### src/hdl/ess_pkg.sv
// ess_pkg: types, character codes and helpers shared by the suffix stripper
// no dependencies
package ess_pkg;

  localparam int WIN_DEPTH   = 6;
  localparam int LEN_MAX_OUT = 63;

  typedef enum logic [1:0] {
    RULE_PLURAL = 2'd0,
    RULE_ING    = 2'd1,
    RULE_ED     = 2'd2
  } suffix_rule_t;

  localparam logic [7:0] CH_A = 8'h61;
  localparam logic [7:0] CH_D = 8'h64;
  localparam logic [7:0] CH_E = 8'h65;
  localparam logic [7:0] CH_G = 8'h67;
  localparam logic [7:0] CH_H = 8'h68;
  localparam logic [7:0] CH_I = 8'h69;
  localparam logic [7:0] CH_N = 8'h6e;
  localparam logic [7:0] CH_O = 8'h6f;
  localparam logic [7:0] CH_S = 8'h73;
  localparam logic [7:0] CH_U = 8'h75;
  localparam logic [7:0] CH_X = 8'h78;
  localparam logic [7:0] CH_Y = 8'h79;
  localparam logic [7:0] CH_Z = 8'h7a;

  typedef struct packed {
    logic [7:0] letter;
    logic       word_end;
  } in_item_t;

  typedef struct packed {
    logic [5:0] new_length;
    logic       stripped;
    logic [7:0] end_char1;
    logic [7:0] end_char0;
  } out_item_t;

  // window snapshot, most recent letter at index 0
  typedef struct packed {
    logic [WIN_DEPTH-1:0][7:0] win;
  } snap_t;

  function automatic logic is_vowel(input logic [7:0] c);
    return (c == CH_A) || (c == CH_E) || (c == CH_I) || (c == CH_O) ||
           (c == CH_U) || (c == CH_Y);
  endfunction

endpackage

### src/hdl/ess_window.sv
// ess_window: running letter window and saturating count, word snapshot stage
// depends on ess_pkg
module ess_window import ess_pkg::*; #(
  parameter int MAX_WORD_LEN = 63,
  localparam int CW = $clog2(MAX_WORD_LEN + 1)
) (
  input  logic          clk,
  input  logic          rst_n,
  input  logic          in_fire,
  input  in_item_t      in_item,
  input  logic          adv,
  output logic          snap_v,
  output snap_t         snap,
  output logic [CW-1:0] snap_cnt
);

  logic [WIN_DEPTH-1:0][7:0] win_r, win_nxt, win_sh;
  logic [CW-1:0]             cnt_r, cnt_nxt, cnt_inc;
  logic                      snap_v_r, snap_v_nxt;
  snap_t                     snap_r;
  logic [CW-1:0]             snap_cnt_r;
  logic                      load;

  assign win_sh  = {win_r[WIN_DEPTH-2:0], in_item.letter};
  assign cnt_inc = (cnt_r < CW'(MAX_WORD_LEN)) ? cnt_r + 1'b1 : cnt_r;
  assign load    = in_fire && in_item.word_end;

  always_comb begin
    win_nxt    = win_r;
    cnt_nxt    = cnt_r;
    snap_v_nxt = snap_v_r;
    if (adv) begin
      snap_v_nxt = 1'b0;
    end
    if (in_fire) begin
      if (in_item.word_end) begin
        win_nxt    = '0;
        cnt_nxt    = '0;
        snap_v_nxt = 1'b1;
      end else begin
        win_nxt = win_sh;
        cnt_nxt = cnt_inc;
      end
    end
  end

  always_ff @(posedge clk) begin
    if (!rst_n) begin
      win_r    <= '0;
      cnt_r    <= '0;
      snap_v_r <= 1'b0;
    end else begin
      win_r    <= win_nxt;
      cnt_r    <= cnt_nxt;
      snap_v_r <= snap_v_nxt;
    end
  end

  always_ff @(posedge clk) begin
    if (load) begin
      snap_r.win <= win_sh;
      snap_cnt_r <= cnt_inc;
    end
  end

  assign snap_v   = snap_v_r;
  assign snap     = snap_r;
  assign snap_cnt = snap_cnt_r;

endmodule

### src/hdl/ess_rule.sv
// ess_rule: suffix rule evaluation on one word snapshot
// depends on ess_pkg
module ess_rule import ess_pkg::*; #(
  parameter int MAX_WORD_LEN = 63,
  localparam int CW = $clog2(MAX_WORD_LEN + 1)
) (
  input  logic [1:0]    rule,
  input  snap_t         snap,
  input  logic [CW-1:0] cnt,
  output out_item_t     res
);

  logic [7:0]    b1, b2, b3, b4, b5, b6;
  logic [CW-1:0] len;
  logic [CW+5:0] len_ext;
  logic [7:0]    e1, e0;
  logic          ok;

  assign b1 = snap.win[0];
  assign b2 = snap.win[1];
  assign b3 = snap.win[2];
  assign b4 = snap.win[3];
  assign b5 = snap.win[4];
  assign b6 = snap.win[5];

  always_comb begin
    len = cnt;
    e1  = b2;
    e0  = b1;
    ok  = 1'b0;
    case (rule)
      RULE_PLURAL: begin
        if (cnt >= CW'(3) && b1 == CH_S) begin
          if (cnt >= CW'(4) && b2 == CH_E) begin
            if (b3 == CH_I) begin
              ok = 1'b1; len = cnt - CW'(2); e1 = b4; e0 = CH_Y;
            end else if (b3 == CH_H || b3 == CH_O ||
                         ((b3 == CH_S || b3 == CH_X || b3 == CH_Z) && cnt >= CW'(5))) begin
              ok = 1'b1; len = cnt - CW'(2); e1 = b4; e0 = b3;
            end
          end else if (b2 != CH_S) begin
            ok = 1'b1;
            if (!is_vowel(b2)) begin
              len = cnt - CW'(1); e1 = b3; e0 = b2;
            end
          end
        end
      end
      RULE_ING: begin
        if (cnt >= CW'(5) && b3 == CH_I && b2 == CH_N && b1 == CH_G) begin
          ok = 1'b1;
          if (b4 == CH_Y && !is_vowel(b5)) begin
            len = cnt - CW'(2); e1 = CH_I; e0 = CH_E;
          end else if (cnt >= CW'(7) && b4 == b5 && !is_vowel(b4)) begin
            len = cnt - CW'(4); e1 = b6; e0 = b5;
          end else begin
            len = cnt - CW'(3); e1 = b5; e0 = b4;
          end
        end
      end
      RULE_ED: begin
        if (cnt >= CW'(4) && b2 == CH_E && b1 == CH_D) begin
          ok = 1'b1;
          if (b3 == CH_E) begin
            len = cnt - CW'(1); e1 = CH_E; e0 = CH_E;
          end else if (b3 == CH_I && !is_vowel(b4)) begin
            len = cnt - CW'(2); e1 = b4; e0 = CH_Y;
          end else if (cnt >= CW'(6) && b3 == b4 && !is_vowel(b3)) begin
            len = cnt - CW'(3); e1 = b5; e0 = b4;
          end else if (cnt >= CW'(6) && !is_vowel(b3) && is_vowel(b4)) begin
            len = cnt - CW'(1); e1 = b3; e0 = CH_E;
          end else begin
            len = cnt - CW'(2); e1 = b4; e0 = b3;
          end
        end
      end
      default: begin
        ok = 1'b0;
      end
    endcase
    if (len < CW'(2)) begin
      e1 = 8'h00;
    end
  end

  assign len_ext = {6'b0, len};

  always_comb begin
    res.stripped  = ok;
    res.end_char1 = e1;
    res.end_char0 = e0;
    if (len_ext > (CW+6)'(LEN_MAX_OUT)) begin
      res.new_length = 6'(LEN_MAX_OUT);
    end else begin
      res.new_length = len_ext[5:0];
    end
  end

endmodule

### src/hdl/english_suffix_stripper_top.sv
// english_suffix_stripper_top: letter stream in, one stripped-word summary per word out
// result path: snapshot register, then output register once out_ready lets it advance
// throughput: one letter per cycle, limited only by out_ready back-pressure
// reset (synchronous, rst_n low): window and count cleared, rule set to plural, no result pending
// depends on ess_pkg, ess_window, ess_rule
module english_suffix_stripper_top import ess_pkg::*; #(
  parameter int MAX_WORD_LEN = 63
) (
  input  logic      clk,
  input  logic      rst_n,
  input  logic      cfg_wr_en,
  input  logic [1:0] cfg_wr_data,
  input  logic      in_valid,
  output logic      in_ready,
  input  in_item_t  in_data,
  output logic      out_valid,
  input  logic      out_ready,
  output out_item_t out_data
);

  localparam int CW = $clog2(MAX_WORD_LEN + 1);

  logic [1:0]    rule_r;
  logic          snap_v;
  snap_t         snap;
  logic [CW-1:0] snap_cnt;
  out_item_t     res;
  logic          out_v_r, out_v_nxt;
  out_item_t     out_r;
  logic          adv, in_fire;

  assign adv     = !out_v_r || out_ready;
  assign in_ready = !snap_v || adv;
  assign in_fire = in_valid && in_ready;

  always_ff @(posedge clk) begin
    if (!rst_n) begin
      rule_r <= RULE_PLURAL;
    end else if (cfg_wr_en) begin
      rule_r <= cfg_wr_data;
    end
  end

  ess_window #(.MAX_WORD_LEN(MAX_WORD_LEN)) u_window (
    .clk      (clk),
    .rst_n    (rst_n),
    .in_fire  (in_fire),
    .in_item  (in_data),
    .adv      (adv),
    .snap_v   (snap_v),
    .snap     (snap),
    .snap_cnt (snap_cnt)
  );

  ess_rule #(.MAX_WORD_LEN(MAX_WORD_LEN)) u_rule (
    .rule (rule_r),
    .snap (snap),
    .cnt  (snap_cnt),
    .res  (res)
  );

  assign out_v_nxt = adv ? snap_v : out_v_r;

  always_ff @(posedge clk) begin
    if (!rst_n) begin
      out_v_r <= 1'b0;
    end else begin
      out_v_r <= out_v_nxt;
    end
  end

  always_ff @(posedge clk) begin
    if (adv && snap_v) begin
      out_r <= res;
    end
  end

  assign out_valid = out_v_r;
  assign out_data  = out_r;

  // a pending snapshot always holds at least one letter and never exceeds the limit
  a_snap_cnt: assert property (@(posedge clk) disable iff (!rst_n)
    snap_v |-> (snap_cnt != '0 && snap_cnt <= CW'(MAX_WORD_LEN)))
    else $error("snapshot count out of range");

  // a stalled snapshot keeps its contents
  a_snap_hold: assert property (@(posedge clk) disable iff (!rst_n)
    (snap_v && !adv) |=> (snap_v && $stable(snap) && $stable(snap_cnt)))
    else $error("snapshot changed while stalled");

  // every result describes a word of at least one letter
  a_len_nonzero: assert property (@(posedge clk) disable iff (!rst_n)
    out_valid |-> (out_data.new_length != 6'd0))
    else $error("result with zero length");

endmodule

### config.mk
export PLATFORM = sky130hd
export DESIGN_NAME = english_suffix_stripper_top
export DESIGN_NICKNAME = d
export VERILOG_FILES = /design/src/hdl/ess_pkg.sv /design/src/hdl/ess_window.sv /design/src/hdl/ess_rule.sv /design/src/hdl/english_suffix_stripper_top.sv
export SDC_FILE = /design/constraint.sdc
export NUM_CORES = 1
export LEC_CHECK = 0
export BUFFER_PORTS_ARGS = -buffer_cell sky130_fd_sc_hd__buf_2
export CORE_UTILIZATION = 50
export DETAILED_ROUTE_END_ITERATION = 8
export MAX_ROUTING_LAYER = met4
export PLACE_DENSITY = 0.69
export SYNTH_ARGS = -nofsm -noshare
export SYNTH_HDL_FRONTEND = slang
export SYNTH_HIERARCHICAL = 1
export SYNTH_SLANG_ARGS = --single-unit
export TNS_END_PERCENT = 10
### constraint.sdc
create_clock -name clk -period 8.5 [get_ports clk]
set_input_delay 0 -clock clk [delete_from_list [all_inputs] [get_ports clk]]
set_output_delay 0 -clock clk [all_outputs]
set_load 0.01 [all_outputs]
* Yosys cells after proc, flatten, opt, wreduce, memory -nomap -nowiden
Cells that the tools add are included.
Cells by class: add/subtract/negate cells 5, order comparisons 8, equality and inequality tests 37, multiplexer cells 59, reductions and logical operators 50
Operator list (count):
- $eq A8 B7 Y1 const B | 32
- $mux W8 | 28
- $mux W6 | 16
- $pmux W8 S3 | 2
- $mux W40 | 1
- $logic_or A1 B1 Y1 | 26
- $ge A6 B3 Y1 const B | 4
- $logic_and A1 B1 Y1 | 18
- $pmux W6 S3 | 1
- $eq A8 B8 Y1 | 2
- $sub A6 B2 Y6 const B | 2
- $mux W1 | 10
- $ne A8 B7 Y1 const B | 1
- $add A6 B1 Y6 const B | 1
- $ge A6 B2 Y1 const B | 1
- $gt A6 B6 Y1 const B | 1
- $lt A6 B2 Y1 const B | 1
- $lt A6 B6 Y1 const B | 1
- $sub A6 B1 Y6 const B | 1
- $sub A6 B3 Y6 const B | 1
- $logic_not A1 Y1 | 5
- $pmux W1 S3 | 1
- $eq A2 B1 Y1 const B | 1
- $eq A2 B2 Y1 const B | 1
- $logic_not A2 Y1 | 1
Storage, ports and cells: register bits 127, input port bits 16, output and inout bits 25, logic and storage cells 179

* Logic depth before layout (Yosys ltp)
depth in word-level cells 16, mapped depth 13, gate-level depth less buffers 11

* By module
The synthesis kept the hierarchy.
By module, submodules not included:
- ess_window | instances 1, cells an instance 317, area an instance 3741.1 µm², sequential area each 2562.5 µm²
- ess_rule | instances 1, cells an instance 467, area an instance 3012.9 µm², sequential area each 0.0 µm²
- english_suffix_stripper_top | instances 1, cells an instance 36, area an instance 825.8 µm², sequential area each 750.7 µm²

* Worst setup path after synthesis
OpenSTA, ideal clock, no wires.
path kind reg2reg, from register u_window.snap_cnt_r[3], in the netlist u_window/snap_cnt[3], to register out_r (netlist bit out_data[12]), data pin, setup time 0.282 ns, arrival time 3.212 ns, data required time 8.218 ns, path slack 5.005 ns, cell stages (with the launch flop) 13, path buffers 1, clock period less this slack 3.495 ns, cells stage by stage edfxtp_1 -> clkbuf_1 -> inv_1 -> ha_1 -> nor3b_2 -> a211oi_2 -> nand2_1 -> o221a_4 -> nand2b_4 -> o2bb2ai_1 -> or3_4 -> nor3_4 -> a22oi_1
On the way: longest elaborated chain between the ends 10, elaborated cells between the ends (all ways) 52, classes of those cells 4 x add/sub; 6 x order compare; 28 x mux; 14 x reduce/logical
Ends and longest elaborated chain:
- from (decl) | line ess_window.sv:21 | logic [CW-1:0] snap_cnt_r;
- from (signal assigned) | line ess_window.sv:62 | snap_cnt_r <= cnt_inc;
- $ge A6 B3 Y1 | line ess_rule.sv:68, ess_rule.sv:70
- $logic_and A1 B1 Y1 (2 in series) | line ess_rule.sv:70 | end else if (cnt >= CW'(6) && !is_vowel(b3) && is_vowel(b4)) begin
- $mux W6 | line ess_rule.sv:70
- $mux W6 | line ess_rule.sv:68 | end else if (cnt >= CW'(6) && b3 == b4 && !is_vowel(b3)) begin
- $mux W6 | line ess_rule.sv:66 | end else if (b3 == CH_I && !is_vowel(b4)) begin
- $mux W6 | line ess_rule.sv:64 | if (b3 == CH_E) begin
- $mux W6 | line ess_rule.sv:62 | if (cnt >= CW'(4) && b2 == CH_E && b1 == CH_D) begin
- $pmux W6 S3 | line ess_rule.sv:31 | case (rule)
- $lt A6 B2 Y1 | line ess_rule.sv:81 | if (len < CW'(2)) begin
- to (signal assigned) | line english_suffix_stripper_top.sv:74 | out_r <= res;
- to (decl) | line english_suffix_stripper_top.sv:29 | out_item_t out_r;
Parallel ways exist; a longest one is shown, timed or not. A chain may end at the register's enable or synchronous reset.

* Worst setup path after layout
from register u_window.snap_cnt_r[2], in the netlist u_window/snap_cnt[2], to register out_r (netlist bit out_data[12]), data pin
Same word-level chain as after synthesis.

==> metrics.csv <==
stage,metric,value,unit
logic_synthesis,Cells after Synth,820,
sta,Slew @ Worst Pin,1.18,ns
drt,DR DRC count,0,
place,number of port buffers,40,
sta,aggregate negative setup slack,0,ns
final_layout,P&R area growth vs syn,12.9,%
logic_synthesis,post-synth cell types,88,
logic_synthesis,XOR/XNOR Fraction of Synth Area,3.58,%
logic_synthesis,post-synthesis mux area share,1.95,%
cts,maximum buffer depth of the clock tree,2,
critical_path,WP data arrival,4.36,ns
place,Final GP Congestion,1.08,
cts,clk_lat worst skew,0.43,ns
flow_run,Max-Cap Viols,0,
critical_path,Critical Path End Type,register,
power_and_ir_drop,P per Cell Area,183,mW/mm^2
drt,Antenna Nets Post-Route,0,
critical_path,"most used cell, CP",a211oi_2,
run_status,status,"finished, final reports clean",
sta,fmax,237,MHz
sta,Final Hold Violating Endpoints,0,
critical_path,worst-path cell chain,"inv_1, ha_1, nor3b_2, a211oi_2, nand2_1, o221a_4, a211oi_1, o221ai_1, a211oi_2, a22oi_1",
cts,CTS Sinks,127,
logic_synthesis,Syn Area/Cell,9.24,um^2
die,Die H,125,um
place,HPWL after DPL,19.0,mm
logic_synthesis,Post-synth EDFFs,77,
logic_synthesis,register area share after synthesis,43.7,%
die,starting density of the core,51.8,%
die,core region area,0.0146,mm^2
logic_synthesis,main combinational cell family by area after synthesis,compound AO/OA/AOI/OAI gates,
sta,period utilization,49.7,%
cts,CTS tree,built,
final_layout,sequential cell area,0.00331,mm^2
sta,skew final,0.0105,ns
die,I/O pin cnt,41,
critical_path,CP required,8.64,ns
logic_synthesis,synthesized flop and latch total,127,
logic_synthesis,ys async rst share,0,%
logic_synthesis,Adder-Cell Fraction of Synth Area,1.98,%
critical_path,Crit Path Max Fanout,10,
final_layout,area of the multi-input gates,0.00383,mm^2
cts,htree depth,4,
logic_synthesis,Post-Synth Simple-Gate Area,21.1,%
sta,RSZ-0062 raised after global routing,no,
min_path,Tightest Hold Check Type,in -> reg,
final_layout,Filler Cell Count,1298,
sta,WHS,0.190,ns
cts,CTS Buf Count,17,
drt,routed wire length per instance,25.2,um
critical_path,Worst Path Buf+Inv,1,
final_layout,"commonest non-fill, non-tap cell in the layout",nand2_1,
final_layout,share of layout cells above drive strength 1,13.3,%
logic_synthesis,area fraction in compound gates after synthesis,21.8,%
critical_path,Crit path max-delay family,compound AO/OA/AOI/OAI gates,
drt,1st-pass router iterations,7,
drt,drt total wl,26.2,mm
global_route,vias in the first global route,6451,
final_layout,"commonest cells after routing, fill and taps aside","nand2_1 (93), edfxtp_1 (77), dfxtp_1 (50), inv_1 (48), a21oi_1 (48)",
cts,CTS Root Cell,clkbuf_16,
logic_synthesis,"Net Count, Synth",848,
global_route,first-pass GRT wire length,39.9,mm
global_route,Global Route Usage Sum,35.6,%
critical_path,critical path launch point type,register,
global_route,largest net degree at the start of global routing,81,
logic_synthesis,Mapped Area,0.00758,mm^2
cts,clock slew at reported path FFs,0.07,ns
sta,Rel. slew slack,20.8,%
critical_path,delay of the slowest critical-path stage,0.67,ns
die,die area,0.0157,mm^2
critical_path,CP max-delay cell,a211oi_2,
sta,max-slew violations,0,
final_layout,Post-layout nets,872,
power_and_ir_drop,Max VDD drop,0.000189,V
die,die width,125,um
drt,initial DRC count,830,
die,floorplan row count,44,
sta,Setup-failing EPs final,0,
sta,fin crit period,4.23,ns
drt,via/cell ratio,6.49,
logic_synthesis,Post-synth top flop,edfxtp_1,
drt,Vias,6758,
cts,Post-CTS Setup Bufs,0,
critical_path,critical path class,reg -> reg,
power_and_ir_drop,leak pwr,3.08,nW
cts,Post-CTS Resized,0,
logic_synthesis,Synth Warn #,6,
power_and_ir_drop,total power,1.57,mW
global_route,initial antenna violation count,1,
global_route,grt total ovfl,0,
==> per-stage QoR <==
stage,utilization (%),setup slack [ns],area (um^2),std cells
after floorplan,-,5.01,7580,820
after global placement,53.5,4.54,7830,996
after detailed placement,53.5,4.41,7830,996
after CTS,58.4,4.37,8560,1041
after global routing,58.5,4.06,8560,1042
final,58.5,4.27,8560,1042
==> report_power, final <==
part	internal, mW	total [mW]	switching, mW
clock network	0.431	0.740	0.310
registers	0.671	0.695	0.0237
logic	0.0505	0.134	0.0837
total	1.15	1.57	0.417
==> synth_stat cells (all sizes together), types with 5 or more instances <==
library cell / instances / share of area (%)
nand2: 94 / 4.7
edfxtp: 77 / 31
dfxtp: 50 / 13
inv: 49 / 2.4
a21oi: 48 / 3.2
o22ai: 40 / 3.3
nor2: 38 / 1.9
o21ai: 35 / 2.5
and2: 34 / 2.8
clkbuf: 32 / 1.6
buf: 25 / 1.8
nor2b: 25 / 2.2
nand3: 16 / 1.3
xor2: 16 / 1.8
xnor2: 15 / 1.7
a211oi: 13 / 1.6
a31oi: 12 / 0.99
ha: 12 / 2.0
a22oi: 11 / 1.1
mux2i: 11 / 1.5
nand2b: 11 / 1.0
nor3: 11 / 0.87
or2: 9 / 0.74
o221ai: 8 / 0.92
a21boi: 6 / 0.59
a21o: 6 / 0.59
and3b: 6 / 0.69
nand4: 6 / 0.50
nand4b: 6 / 0.69
nor3b: 6 / 0.73
a211o: 5 / 0.58
a221oi: 5 / 0.58
and3: 5 / 0.41
o21a: 5 / 0.50
o31ai: 5 / 0.50
==> state kept, by name (all words and copies together) (netlist names) <==
name	cells
u_window/snap	48
u_window/cnt_r	6
out_valid	1
u_window/win_r	40
u_window/snap_v	1
u_window/snap_cnt	6
out_data	23
rule_r	2
==> timing repair <==
item,4_1_cts,5_1_grt
hold buffers,13,0
hold endpoints to repair,20,0
setup endpoints to repair,0,0
==> routing by layer <==
metal	part of all wire, %	vias to the layer above	track usage, %
met5	0	-	-
met4	5.8	0	21.3
met3	7.7	88	5.99
met2	45	358	53.5
met1	41	3260	45.3
li1	-	3052	-
==> final cells by class <==
| cell class | instances | area share [%] |
|---|---|---|
| clock buffers | 19 | 5.31 |
| multi-input cells | 586 | 44.8 |
| flip-flops and latches | 127 | 38.7 |
| diodes | 1 | 0.0292 |
| repair buffers | 62 | 4.65 |
| inverters | 50 | 2.19 |
| clock inverters | 13 | 1.64 |
| well taps | 184 | 2.69 |
==> cells by family (layout without fill, tap and decap cells) <==
kind of cell	Yosys count	in the layout
mux	14	14
xor+xnor	31	31
fa+ha+maj	12	12
compound gates	238	238
other cells	0	1
flops	127	127
buf+inv	107	144
simple gates	291	291
==> tightest hold or removal path, stage by stage <==
cell	delay, ns
buf_2	0.35
nand2_1	0.15
a211oi_1	0.04
==> final timing paths <==
check	to	slack, ns	cells past startpoint	start
max	out_data[12]	4.27	10	u_window/snap_cnt[2]
min	u_window/cnt_r[3]	0.19	3	rst_n
max reg2reg	out_data[12]	4.27	10	u_window/snap_cnt[2]
min reg2reg	u_window/snap[45]	0.44	0	u_window/win_r[37]
Note: power is estimated with default switching activity, not from simulation.
